===== config.mk =====
export PLATFORM = sky130hd
export DESIGN_NAME = seconds_counter_to_calendar_unit
export DESIGN_NICKNAME = d
export VERILOG_FILES = /design/src/sc2c_pkg.sv /design/src/sc2c_ctrl.sv /design/src/sc2c_datapath.sv /design/src/seconds_counter_to_calendar_unit.sv
export SDC_FILE = /design/constraint.sdc
export NUM_CORES = 1
export LEC_CHECK = 0
export BUFFER_PORTS_ARGS = -buffer_cell sky130_fd_sc_hd__buf_2
export CAP_MARGIN = 20
export CORE_MARGIN = 1
export CORE_UTILIZATION = 41
export DETAILED_ROUTE_END_ITERATION = 12
export GPL_TIMING_DRIVEN = 0
export SYNTH_ARGS = -nofsm -noshare
export SYNTH_HDL_FRONTEND = slang
export SYNTH_SLANG_ARGS = --single-unit

===== constraint.sdc =====
create_clock -name clock -period 10.65 [get_ports clock]
set_clock_uncertainty 0.2 [all_clocks]
set_input_delay 2.6625 -clock clock [delete_from_list [all_inputs] [get_ports clock]]
set_output_delay 2.6625 -clock clock [all_outputs]
set_load 0.005 [all_outputs]

===== src/sc2c_pkg.sv =====
package sc2c_pkg;

   localparam logic [1:0] REQ_TICK = 2'd0;
   localparam logic [1:0] REQ_SET  = 2'd1;
   localparam logic [1:0] REQ_READ = 2'd2;

   localparam logic [31:0] RESET_COUNT   = 32'd662774400;
   localparam logic [17:0] SECS_PER_DAY  = 18'd86400;
   localparam logic [16:0] SECS_PER_HOUR = 17'd3600;
   localparam logic [11:0] SECS_PER_MIN  = 12'd60;
   localparam logic [11:0] BASE_YEAR     = 12'd2000;
   localparam logic [3:0]  BASE_WEEKDAY  = 4'd5;
   localparam logic [2:0]  DAYS_PER_WEEK = 3'd7;
   localparam logic [3:0]  LAST_MONTH    = 4'd11;
   localparam logic [7:0]  CENTURY_OFF   = 8'd100;

   // Rounded-up reciprocals for exact division by multiply and shift. The day
   // divide works on the count over 128 (86400 = 128 * 675) with a shift of 35,
   // the hour divide on seconds over 16 (3600 = 16 * 225) with a shift of 21,
   // the minute divide on seconds over 4 (60 = 4 * 15) with a shift of 14 and
   // the weekday divide by 7 with a shift of 19.
   localparam logic [25:0] DAY_RECIP  = 26'd50903317;
   localparam logic [13:0] HOUR_RECIP = 14'd9321;
   localparam logic [10:0] MIN_RECIP  = 11'd1093;
   localparam logic [16:0] WEEK_RECIP = 17'd74899;

   typedef struct packed {
      logic [1:0]  req_type;
      logic [31:0] new_time;
   } req_word_type;

   typedef struct packed {
      logic [31:0] timestamp;
      logic [11:0] year;
      logic [3:0]  month;
      logic [4:0]  day;
      logic [4:0]  hour;
      logic [5:0]  minute;
      logic [5:0]  second;
      logic [2:0]  weekday;
   } rsp_word_type;

   typedef struct packed {
      logic load;
      logic days_step;
      logic tod_step;
      logic wday_step;
      logic year_step;
      logic month_step;
      logic hour_step;
      logic hrem_step;
      logic min_step;
      logic mrem_step;
      logic out_load;
   } cmd_type;

   typedef struct packed {
      logic year_done;
      logic month_done;
      logic out_free;
   } status_type;

   // Year is kept as an offset from 2000; within 2000..2136 only 2100 breaks the
   // divisible-by-four rule.
   function automatic logic leap_year(input logic [7:0] yoff);
      leap_year = (yoff[1:0] == 2'd0) && (yoff != CENTURY_OFF);
   endfunction

   function automatic logic [4:0] month_len(input logic [3:0] mon, input logic leap);
      logic [4:0] len;
      case (mon)
         4'd1:                   len = leap ? 5'd29 : 5'd28;
         4'd3, 4'd5, 4'd8, 4'd10: len = 5'd30;
         default:                len = 5'd31;
      endcase
      month_len = len;
   endfunction

endpackage


===== src/sc2c_ctrl.sv =====
module sc2c_ctrl (
   input  logic                   clock,
   input  logic                   reset,
   input  logic                   req_valid,
   output logic                   req_stall,
   input  sc2c_pkg::status_type   status,
   output sc2c_pkg::cmd_type      cmd
);

   localparam logic [3:0] ST_IDLE  = 4'd0;
   localparam logic [3:0] ST_DAYS  = 4'd1;
   localparam logic [3:0] ST_TOD   = 4'd2;
   localparam logic [3:0] ST_WDAY  = 4'd3;
   localparam logic [3:0] ST_YEAR  = 4'd4;
   localparam logic [3:0] ST_MONTH = 4'd5;
   localparam logic [3:0] ST_HOUR  = 4'd6;
   localparam logic [3:0] ST_HREM  = 4'd7;
   localparam logic [3:0] ST_MIN   = 4'd8;
   localparam logic [3:0] ST_MREM  = 4'd9;
   localparam logic [3:0] ST_DONE  = 4'd10;

   logic [3:0] state_ff, state_in;

   assign req_stall = (state_ff != ST_IDLE);

   always_comb begin
      state_in = state_ff;
      cmd      = '0;
      unique case (state_ff)
         ST_IDLE: begin
            if (req_valid) begin
               cmd.load = 1'b1;
               state_in = ST_DAYS;
            end
         end
         ST_DAYS: begin
            cmd.days_step = 1'b1;
            state_in      = ST_TOD;
         end
         ST_TOD: begin
            cmd.tod_step = 1'b1;
            state_in     = ST_WDAY;
         end
         ST_WDAY: begin
            cmd.wday_step = 1'b1;
            state_in      = ST_YEAR;
         end
         ST_YEAR: begin
            cmd.year_step = 1'b1;
            if (status.year_done) begin
               state_in = ST_MONTH;
            end
         end
         ST_MONTH: begin
            cmd.month_step = 1'b1;
            if (status.month_done) begin
               state_in = ST_HOUR;
            end
         end
         ST_HOUR: begin
            cmd.hour_step = 1'b1;
            state_in      = ST_HREM;
         end
         ST_HREM: begin
            cmd.hrem_step = 1'b1;
            state_in      = ST_MIN;
         end
         ST_MIN: begin
            cmd.min_step = 1'b1;
            state_in     = ST_MREM;
         end
         ST_MREM: begin
            cmd.mrem_step = 1'b1;
            state_in      = ST_DONE;
         end
         ST_DONE: begin
            if (status.out_free) begin
               cmd.out_load = 1'b1;
               state_in     = ST_IDLE;
            end
         end
         default: begin
            state_in = ST_IDLE;
         end
      endcase
   end

   always_ff @(posedge clock) begin
      if (reset) begin
         state_ff <= ST_IDLE;
      end else begin
         state_ff <= state_in;
      end
   end

endmodule


===== src/sc2c_datapath.sv =====
module sc2c_datapath (
   input  logic                    clock,
   input  logic                    reset,
   input  sc2c_pkg::cmd_type       cmd,
   output sc2c_pkg::status_type    status,
   input  sc2c_pkg::req_word_type  req_data,
   output logic                    rsp_valid,
   input  logic                    rsp_stall,
   output sc2c_pkg::rsp_word_type  rsp_data
);

   logic [31:0] count_ff, count_in;
   logic [14:0] quot_ff, quot_in;
   logic [16:0] rem_ff, rem_in;
   logic [2:0]  wk_ff, wk_in;
   logic [15:0] days_ff, days_in;
   logic [7:0]  yoff_ff, yoff_in;
   logic [3:0]  mon_ff, mon_in;
   logic [4:0]  hour_ff, hour_in;
   logic [5:0]  min_ff, min_in;
   logic        rsp_valid_ff, rsp_valid_in;
   sc2c_pkg::rsp_word_type rsp_data_ff, rsp_data_in;

   logic [50:0] day_prod;
   logic [31:0] day_secs;
   logic [31:0] tod_full;
   logic [16:0] wk_base;
   logic [33:0] wk_prod;
   logic [16:0] wk_mul;
   logic [16:0] wk_diff;
   logic [8:0]  ylen;
   logic        leap;
   logic [4:0]  mlen;
   logic [26:0] hr_prod;
   logic [16:0] hr_secs;
   logic [20:0] mn_prod;
   logic [11:0] mn_secs;

   assign leap = sc2c_pkg::leap_year(yoff_ff);
   assign ylen = leap ? 9'd366 : 9'd365;
   assign mlen = sc2c_pkg::month_len(mon_ff, leap);

   assign status.year_done  = (days_ff < {7'd0, ylen});
   assign status.month_done = (mon_ff == sc2c_pkg::LAST_MONTH) || (days_ff < {11'd0, mlen});
   assign status.out_free   = !rsp_valid_ff || !rsp_stall;

   // Each quotient is taken in one state and its remainder in the state after it, so
   // that no multiply feeds another in the same cycle.
   assign day_prod = {26'd0, count_ff[31:7]} * {25'd0, sc2c_pkg::DAY_RECIP};
   assign day_secs = {16'd0, days_ff} * {14'd0, sc2c_pkg::SECS_PER_DAY};
   assign tod_full = count_ff - day_secs;

   assign wk_base = {1'b0, days_ff} + {13'd0, sc2c_pkg::BASE_WEEKDAY};
   assign wk_prod = {17'd0, wk_base} * {17'd0, sc2c_pkg::WEEK_RECIP};
   assign wk_mul  = {2'd0, quot_ff} * {14'd0, sc2c_pkg::DAYS_PER_WEEK};
   assign wk_diff = wk_base - wk_mul;

   assign hr_prod = {14'd0, rem_ff[16:4]} * {13'd0, sc2c_pkg::HOUR_RECIP};
   assign hr_secs = {12'd0, hour_ff} * sc2c_pkg::SECS_PER_HOUR;
   assign mn_prod = {11'd0, rem_ff[11:2]} * {10'd0, sc2c_pkg::MIN_RECIP};
   assign mn_secs = {6'd0, min_ff} * sc2c_pkg::SECS_PER_MIN;

   always_comb begin
      count_in = count_ff;
      quot_in  = quot_ff;
      rem_in   = rem_ff;
      wk_in    = wk_ff;
      days_in  = days_ff;
      yoff_in  = yoff_ff;
      mon_in   = mon_ff;
      hour_in  = hour_ff;
      min_in   = min_ff;

      if (cmd.load) begin
         case (req_data.req_type)
            sc2c_pkg::REQ_TICK: count_in = count_ff + 32'd1;
            sc2c_pkg::REQ_SET:  count_in = req_data.new_time;
            default:            count_in = count_ff;
         endcase
         yoff_in = 8'd0;
         mon_in  = 4'd0;
      end

      if (cmd.days_step) begin
         days_in = day_prod[50:35];
      end

      // The weekday quotient is taken here while the day count is still whole.
      if (cmd.tod_step) begin
         rem_in  = tod_full[16:0];
         quot_in = wk_prod[33:19];
      end

      if (cmd.wday_step) begin
         wk_in = wk_diff[2:0];
      end

      if (cmd.year_step && !status.year_done) begin
         days_in = days_ff - {7'd0, ylen};
         yoff_in = yoff_ff + 8'd1;
      end

      if (cmd.month_step && !status.month_done) begin
         days_in = days_ff - {11'd0, mlen};
         mon_in  = mon_ff + 4'd1;
      end

      if (cmd.hour_step) begin
         hour_in = hr_prod[25:21];
      end

      if (cmd.hrem_step) begin
         rem_in = rem_ff - hr_secs;
      end

      if (cmd.min_step) begin
         min_in = mn_prod[19:14];
      end

      if (cmd.mrem_step) begin
         rem_in = {5'd0, rem_ff[11:0] - mn_secs};
      end
   end

   always_comb begin
      rsp_data_in           = rsp_data_ff;
      rsp_valid_in          = rsp_valid_ff && rsp_stall;
      if (cmd.out_load) begin
         rsp_valid_in          = 1'b1;
         rsp_data_in.timestamp = count_ff;
         rsp_data_in.year      = sc2c_pkg::BASE_YEAR + {4'd0, yoff_ff};
         rsp_data_in.month     = mon_ff + 4'd1;
         rsp_data_in.day       = days_ff[4:0] + 5'd1;
         rsp_data_in.hour      = hour_ff;
         rsp_data_in.minute    = min_ff;
         rsp_data_in.second    = rem_ff[5:0];
         rsp_data_in.weekday   = wk_ff;
      end
   end

   always_ff @(posedge clock) begin
      if (reset) begin
         count_ff     <= sc2c_pkg::RESET_COUNT;
         rsp_valid_ff <= 1'b0;
      end else begin
         count_ff     <= count_in;
         rsp_valid_ff <= rsp_valid_in;
      end
   end

   always_ff @(posedge clock) begin
      quot_ff     <= quot_in;
      rem_ff      <= rem_in;
      wk_ff       <= wk_in;
      days_ff     <= days_in;
      yoff_ff     <= yoff_in;
      mon_ff      <= mon_in;
      hour_ff     <= hour_in;
      min_ff      <= min_in;
      rsp_data_ff <= rsp_data_in;
   end

   assign rsp_valid = rsp_valid_ff;
   assign rsp_data  = rsp_data_ff;

endmodule


===== src/seconds_counter_to_calendar_unit.sv =====
// From an accepted word to its result the unit takes the day count, time of day
// and weekday, walks the whole years since 2000 (0..136) and then the months
// passed in the year (0..11) one step at a time, then the hour, minute and seconds.
// One word at a time: a new word is taken only once the last result is loaded,
// and that load waits for the previous result to leave.
// Reset: synchronous, active high; the count restarts at 2021-01-01 00:00:00.
module seconds_counter_to_calendar_unit (
   input  logic                    clock,
   input  logic                    reset,
   input  logic                    req_valid,
   output logic                    req_stall,
   input  sc2c_pkg::req_word_type  req_data,
   output logic                    rsp_valid,
   input  logic                    rsp_stall,
   output sc2c_pkg::rsp_word_type  rsp_data
);

   sc2c_pkg::cmd_type    cmd;
   sc2c_pkg::status_type status;

   sc2c_ctrl u_ctrl (
      .clock     (clock),
      .reset     (reset),
      .req_valid (req_valid),
      .req_stall (req_stall),
      .status    (status),
      .cmd       (cmd)
   );

   sc2c_datapath u_datapath (
      .clock     (clock),
      .reset     (reset),
      .cmd       (cmd),
      .status    (status),
      .req_data  (req_data),
      .rsp_valid (rsp_valid),
      .rsp_stall (rsp_stall),
      .rsp_data  (rsp_data)
   );

endmodule

==> flow_metrics.py, run 1 <==
metrics = {
    "cts": {
        "clock_latency_ps": 500,
        "cts_max_path_buffers": 2,
        "cts-hold-fix-buffers": 0,
        "cts_tree": "yes",
        "numClockSinks": 171,
        "cts_resized": 0,
        "cts_max_level": 4,
        "postCtsSetupBuffers": 0,
        "clkTransAtPathRegs_ps": 80,
        "cts_inserted_buffers": 17,
        "clock-root-buffer": "clkbuf_16",
    },
    "route": {
        "firstDrtPassIters": 5,
        "drcViolationCount": 0,
        "wl_per_cell_um": 18.6,
        "ant_nets": 0,
        "wl_um": 68100,
        "viasPerCell": 5.21,
        "vias": 19100,
        "drt_iter0_drc": 1033,
    },
    "grt": {
        "grt_pass1_wl_um": 108000,
        "grt_pass1_vias": 20000,
        "global_route.usage.met3": 0.0308,
        "grtUsageTotal": 0.218,
        "top_usage_layer": "met2",
        "globalRouteOverflowTotal": 0,
        "globalRouteMet2Util": 0.374,
        "antenna_found_initial": 2,
        "gr-usage-met1": 0.282,
        "grt_max_degree": 33,
    },
    "worst_hold_path": {
        "whs_path_depth": 0,
        "hold_path.startpoint": "u_datapath.rem_ff[0]$_DFFE_PP_",
        "hp-class": "reg -> reg",
        "min_to": "u_datapath.rsp_data[3]$_DFFE_PP_",
    },
    "logic_synthesis": {
        "yosysWarnings": 0,
        "netlist_instances": 2666,
        "ys.flop_type": "edfxtp_1",
        "synth_top_cell_by_area": "ha_1",
        "ys_ff_latch": 171,
        "synth_nets": 3581,
        "seq_area_frac_synth": 0.180,
        "ys_async_sr_fraction": 0,
        "yosys-top-cells-area": "ha_1, fa_1, edfxtp_1, inv_1, dfxtp_1",
        "yosysTopAreaCellShare": 0.282,
        "synthesis.area_um2": 26200,
        "syn_area_per_cell_um2": 9.84,
        "synth_cell_types": 83,
        "synth_edf_count": 129,
    },
    "setup_path": {
        "worstSetupPathType": "reg -> reg",
        "slowest_delay_ps": 1050,
        "worstSetupStartpointType": "flip-flop",
        "cp_max_fo": 14,
        "path_common_cell": "inv_1",
        "crit_path_cell_trace": "inv_1, ha_1, inv_1, fa_1, ha_1, inv_1, fa_1, inv_1, fa_1, fa_1, inv_1, fa_1, inv_1, ha_1, nand2_1, o21ai_0, a211o_1, o31ai_1, o21ai_2, a22o_4, a221oi_2, xor2_1, a21oi_1",
        "r2r_cells": 23,
        "worst-endpoint-required_ps": 10660,
        "cp_data_arrival_time_ps": 7880,
        "slowest_stage": "dfxtp_1",
        "r2r-end": "u_datapath.days_ff[14]$_DFFE_PP_",
        "worstReg2RegStart": "u_datapath.count_ff[12]$_SDFFE_PP0P_",
        "worstSetupEndpointType": "flip-flop",
        "ff2ff_setup_slack_ps": 2770,
    },
    "die": {
        "placementRows": 92,
        "core_area_um2": 63200,
        "fp.dieH_um": 255,
        "die_w_um": 255,
        "dieArea_um2": 65000,
        "start_util": 0.415,
        "io_pins": 113,
    },
    "sta": {
        "slew-limit-headroom": 0.267,
        "period_minus_slack_ps": 7880,
        "finalMaxSlewViolations": 0,
        "clock.fmax_ghz": 0.127,
        "tightest_slew_ps": 1100,
        "tns_ps": 0,
        "rsz0062_at_grt": "false",
        "period_share": 0.739,
        "setup_viol": 0,
        "hold_violations": 0,
    },
    "cells_and_area": {
        "final_nets": 3715,
        "fin_cells": 3666,
        "drive_gt1_frac": 0.0658,
        "nFillCells": 6013,
        "final_area_um2": 28500,
        "final_util": 0.451,
        "areaGrowthSynthToFinish_pct": 8.69,
    },
    "flow_run": {
        "max-cap-violations": 0,
    },
    "outcome": {
        "status": "completed",
    },
    "placement": {
        "placed_area_um2": 27900,
        "hpwlAfterDp_um": 56600,
        "dp.cells": 3626,
        "place_congestion": 0.891,
        "port-buffer-count": 111,
    },
}
==> cell families (layout without fill, tap and decap cells) <==
logic type,Yosys count,count (layout),synth area share
muxes,4,4,0.00172
and+or+nand+nor,429,429,0.0798
xor gates and xnor gates,128,128,0.0427
adders and majority gates,877,877,0.500
other,0,7,0
AOI/OAI and AO/OA,425,425,0.105
buffers and inverters,632,779,0.0915
DFF,171,171,0.180
==> routing by layer <==
layer / vias up / routed length, um
li1: 9194 / -
met5: - / 0
met2: 392 / 32900
met3: 95 / 2560
met1: 9414 / 30900
met4: 0 / 1730
==> placed cells by master, fill, tap and decap left out, types with 14 or more instances in the layout <==
cell / count
and3_1: 20
ha_1: 592
buf_2: 115
xor2_1: 46
o21ai_0: 85
nand4_1: 16
clkbuf_16: 17
nand2b_1: 18
nor2_1: 122
and2_1: 14
nand3_1: 39
dfxtp_1: 42
clkbuf_1: 36
a21o_1: 38
a21oi_1: 129
nor2b_1: 19
edfxtp_1: 129
xnor2_1: 82
o21a_1: 21
o22ai_1: 17
inv_1: 586
nor3_1: 34
nand2_1: 104
fa_1: 285
==> state kept, by name, summed over array words and instances, names as in the netlist <==
register              flops
u_ctrl.state_ff           4
u_datapath.count_ff      32
u_datapath.days_ff       16
u_datapath.hour_ff        5
u_datapath.min_ff         6
u_datapath.mon_ff         4
u_datapath.quot_ff        3
u_datapath.rem_ff        17
u_datapath.rsp_data      72
u_datapath.rsp_valid      1
u_datapath.wk_ff          3
u_datapath.yoff_ff        8
==> metrics by stage <==
stage,setup slack [ps],hold slack (ps)
floorplan,3840,200
global placement,1630,209
detailed placement,2770,211
CTS,2740,225
global route,2430,231
finish,2770,230
==> worst max-delay path, delay by kind of cell (launching register included) <==
family | cells | cell delay [ps]
flops | 1 | 1050
compound gates | 7 | 1780
buf+inv | 6 | 610
xor+xnor | 1 | 230
fa+ha+maj | 8 | 3600
simple gates | 1 | 110
==> layout make-up <==
cell class / instances / area, um2 / area share
antenna: 7 / 17.5 / 0.000614
buffer: 46 / 200 / 0.00702
clock buffer: 17 / 425 / 0.0149
clock inverter: 15 / 151 / 0.00531
inverter: 586 / 2200 / 0.0771
multi-input combinational: 1863 / 19100 / 0.671
sequential: 171 / 4710 / 0.165
tap: 846 / 1060 / 0.0371
timing repair buffer: 115 / 611 / 0.0214
==> Yosys cell counts (all sizes together), types with 6 or more instances <==
cell type	number
a2111oi	8
a211oi	11
a21o	38
a21oi	132
a221oi	9
a22oi	11
a31oi	7
and2	15
and3	20
and4	6
buf	10
clkbuf	36
dfxtp	42
edfxtp	129
fa	285
ha	592
inv	586
nand2	104
nand2b	18
nand3	39
nand4	17
nor2	123
nor2b	19
nor3	35
nor4	8
o211ai	9
o21a	21
o21ai	89
o21bai	11
o221ai	9
o22ai	17
o31ai	8
or2	8
or3	7
xnor2	82
xor2	46
==> how the worst max path moves through the flow <==
| stage | from | end | slack [ps] | cells past startpoint |
|---|---|---|---|---|
| CTS | u_datapath.count_ff[12]$_SDFFE_PP0P_ | u_datapath.days_ff[14]$_DFFE_PP_ | 2740 | 23 |
| floorplan | rsp_stall | u_datapath.rsp_data[0]$_DFFE_PP_ | 3840 | 1 |
| finish | u_datapath.count_ff[12]$_SDFFE_PP0P_ | u_datapath.days_ff[14]$_DFFE_PP_ | 2770 | 23 |
| global placement | rsp_stall | u_datapath.rsp_data[59]$_DFFE_PP_ | 1630 | 2 |
| detailed placement | u_datapath.count_ff[12]$_SDFFE_PP0P_ | u_datapath.days_ff[14]$_DFFE_PP_ | 2770 | 23 |
| global route | u_datapath.count_ff[12]$_SDFFE_PP0P_ | u_datapath.days_ff[14]$_DFFE_PP_ | 2430 | 23 |
Power of run 1 is left out: the tool's default activity adds up to more than one toggle a clock period on the data nets, which glitch-free logic cannot reach.
==> run 2, diff against run 1 <==
==> constraint.sdc (replaced) <==
create_clock -name clock -period 8.1 [get_ports clock]
set_clock_uncertainty 0.2 [all_clocks]
set_input_delay 2.025 -clock clock [delete_from_list [all_inputs] [get_ports clock]]
set_output_delay 2.025 -clock clock [all_outputs]
set_load 0.005 [all_outputs]
==> run 2 against run 1 <==
Compared with the run above: worst setup slack lost 2300 ps; design area is essentially flat; die area is the same; maximum frequency grew 2.9%; critical path type unchanged; worst hold slack is the same; non-clock buffer count is the same; sequential cell count is the same; sequential share of layout area is essentially flat; cell count is the same; global-route usage is the same; critical path depth shrank 3.
==> flow_metrics.py, run 2 (synthesized netlist as in run 1, its figures left out) <==
metrics = {
    "route": {
        "vias": 19100,
        "wl_per_cell_um": 18.6,
        "drcViolationCount": 0,
        "firstDrtPassIters": 5,
        "viasPerCell": 5.21,
        "ant_nets": 0,
        "wl_um": 68100,
        "drt_iter0_drc": 1033,
    },
    "sta": {
        "holdWs_ps": 230,
        "hold_violations": 0,
        "finalMaxSlewViolations": 0,
        "slew-limit-headroom": 0.268,
        "setup_viol": 0,
        "period_minus_slack_ps": 7650,
        "tightest_slew_ps": 1100,
        "clock.fmax_ghz": 0.131,
        "rsz0062_at_grt": "false",
        "period_share": 0.944,
    },
    "setup_path": {
        "slowest_delay_ps": 970,
        "crit_path_cell_trace": "inv_1, fa_1, fa_1, inv_1, fa_1, inv_1, fa_1, fa_1, fa_1, inv_1, ha_1, a21oi_1, o21ai_0, a21o_1, a2111oi_2, o21ai_2, a22o_4, a221oi_2, xor2_1, a21oi_1",
        "worstSetupPathType": "reg -> reg",
        "cp_max_fo": 12,
        "slowest_stage": "dfxtp_1",
        "path_common_cell": "fa_1",
        "worstSetupEndpointType": "flip-flop",
        "worst-endpoint-required_ps": 8110,
        "cp_data_arrival_time_ps": 7660,
        "worstSetupStartpointType": "flip-flop",
    },
    "grt": {
        "grtUsageTotal": 0.218,
        "globalRouteOverflowTotal": 0,
        "grt_pass1_vias": 20000,
        "antenna_found_initial": 2,
        "grt_max_degree": 33,
        "grt_pass1_wl_um": 108000,
    },
    "cells_and_area": {
        "nFillCells": 6012,
        "areaGrowthSynthToFinish_pct": 8.70,
        "final_nets": 3715,
        "drive_gt1_frac": 0.0665,
        "final_area_um2": 28500,
        "mostFrequentLayoutCells": "ha_1, inv_1, fa_1",
        "final_common_cell": "ha_1",
        "final_util": 0.451,
        "largest_reg_flops": 72,
    },
    "placement": {
        "hpwlAfterDp_um": 56600,
        "port-buffer-count": 111,
        "placed_area_um2": 27900,
        "place_congestion": 0.891,
    },
    "die": {
        "start_util": 0.415,
        "die_w_um": 255,
        "fp.dieH_um": 255,
        "io_pins": 113,
        "core_area_um2": 63200,
        "dieArea_um2": 65000,
        "placementRows": 92,
    },
    "cts": {
        "clock_latency_ps": 500,
        "clkTransAtPathRegs_ps": 80,
        "cts_inserted_buffers": 17,
        "clock-root-buffer": "clkbuf_16",
        "cts_tree": "yes",
        "cts_max_level": 4,
        "numClockSinks": 171,
        "cts_max_path_buffers": 2,
        "postCtsSetupBuffers": 0,
    },
    "flow_run": {
        "max-cap-violations": 0,
    },
    "worst_hold_path": {
        "hp-class": "reg -> reg",
    },
    "outcome": {
        "status": "completed",
    },
}
-- run 2: layout make-up --
cell class | count | area [um2] | area share
multi-input cells | 1863 | 19100 | 0.671
flip-flops and latches | 171 | 4720 | 0.165
inverters | 586 | 2200 | 0.0771
well taps | 846 | 1060 | 0.0371
repair buffers | 115 | 611 | 0.0214
clock buffers | 17 | 425 | 0.0149
plain buffers | 46 | 200 | 0.00702
clock inverters | 15 | 151 | 0.00531
diodes | 7 | 17.5 | 0.000614
-- run 2: repair_timing --
action | in CTS | in global routing
resized for setup | 0 | 2
hold buffers | 0 | 0
hold endpoints to repair | 0 | 0
endpoints found under the setup margin | 0 | 3
-- run 2: metrics by stage --
step | TNS (ps) | cells | setup WS, ps
6_report | 0 | 3666 | 450
5_1_grt | 0 | 3659 | 154
4_1_cts | 0 | 3658 | 187
3_5_place_dp | 0 | 3626 | 223
3_3_place_gp | -19200 | 3623 | -283
2_1_floorplan | 0 | 2666 | 1540
-- run 2: worst paths after layout --
kind | slack (ps) | to | cells after the start | from
hold / removal | 230 | u_datapath.rsp_data[3]$_DFFE_PP_ | 0 | u_datapath.rem_ff[0]$_DFFE_PP_
hold reg to reg | 230 | u_datapath.rsp_data[3]$_DFFE_PP_ | 0 | u_datapath.rem_ff[0]$_DFFE_PP_
setup reg to reg | 450 | u_datapath.days_ff[14]$_DFFE_PP_ | 20 | u_datapath.count_ff[15]$_SDFFE_PP0P_
setup / recovery | 450 | u_datapath.days_ff[14]$_DFFE_PP_ | 20 | u_datapath.count_ff[15]$_SDFFE_PP0P_
-- run 2: metal layers --
metal / vias up / part of all wire / wire length [um] / track usage
li1: 9194 / - / - / -
met1: 9414 / 0.45 / 30900 / 0.282
met2: 392 / 0.48 / 32900 / 0.374
met3: 95 / 0.038 / 2560 / 0.0308
met4: 0 / 0.025 / 1730 / 0.0720
met5: - / 0 / 0 / 0
-- run 2: worst max-delay path, delay by kind of cell (launching register included) --
family | cells | cell delay, ps
xor gates and xnor gates | 1 | 230
AOI/OAI and AO/OA | 8 | 1830
buffers and inverters | 4 | 590
adders and majority gates | 7 | 3530
DFF | 1 | 970
Power of run 2 is left out for the same reason.
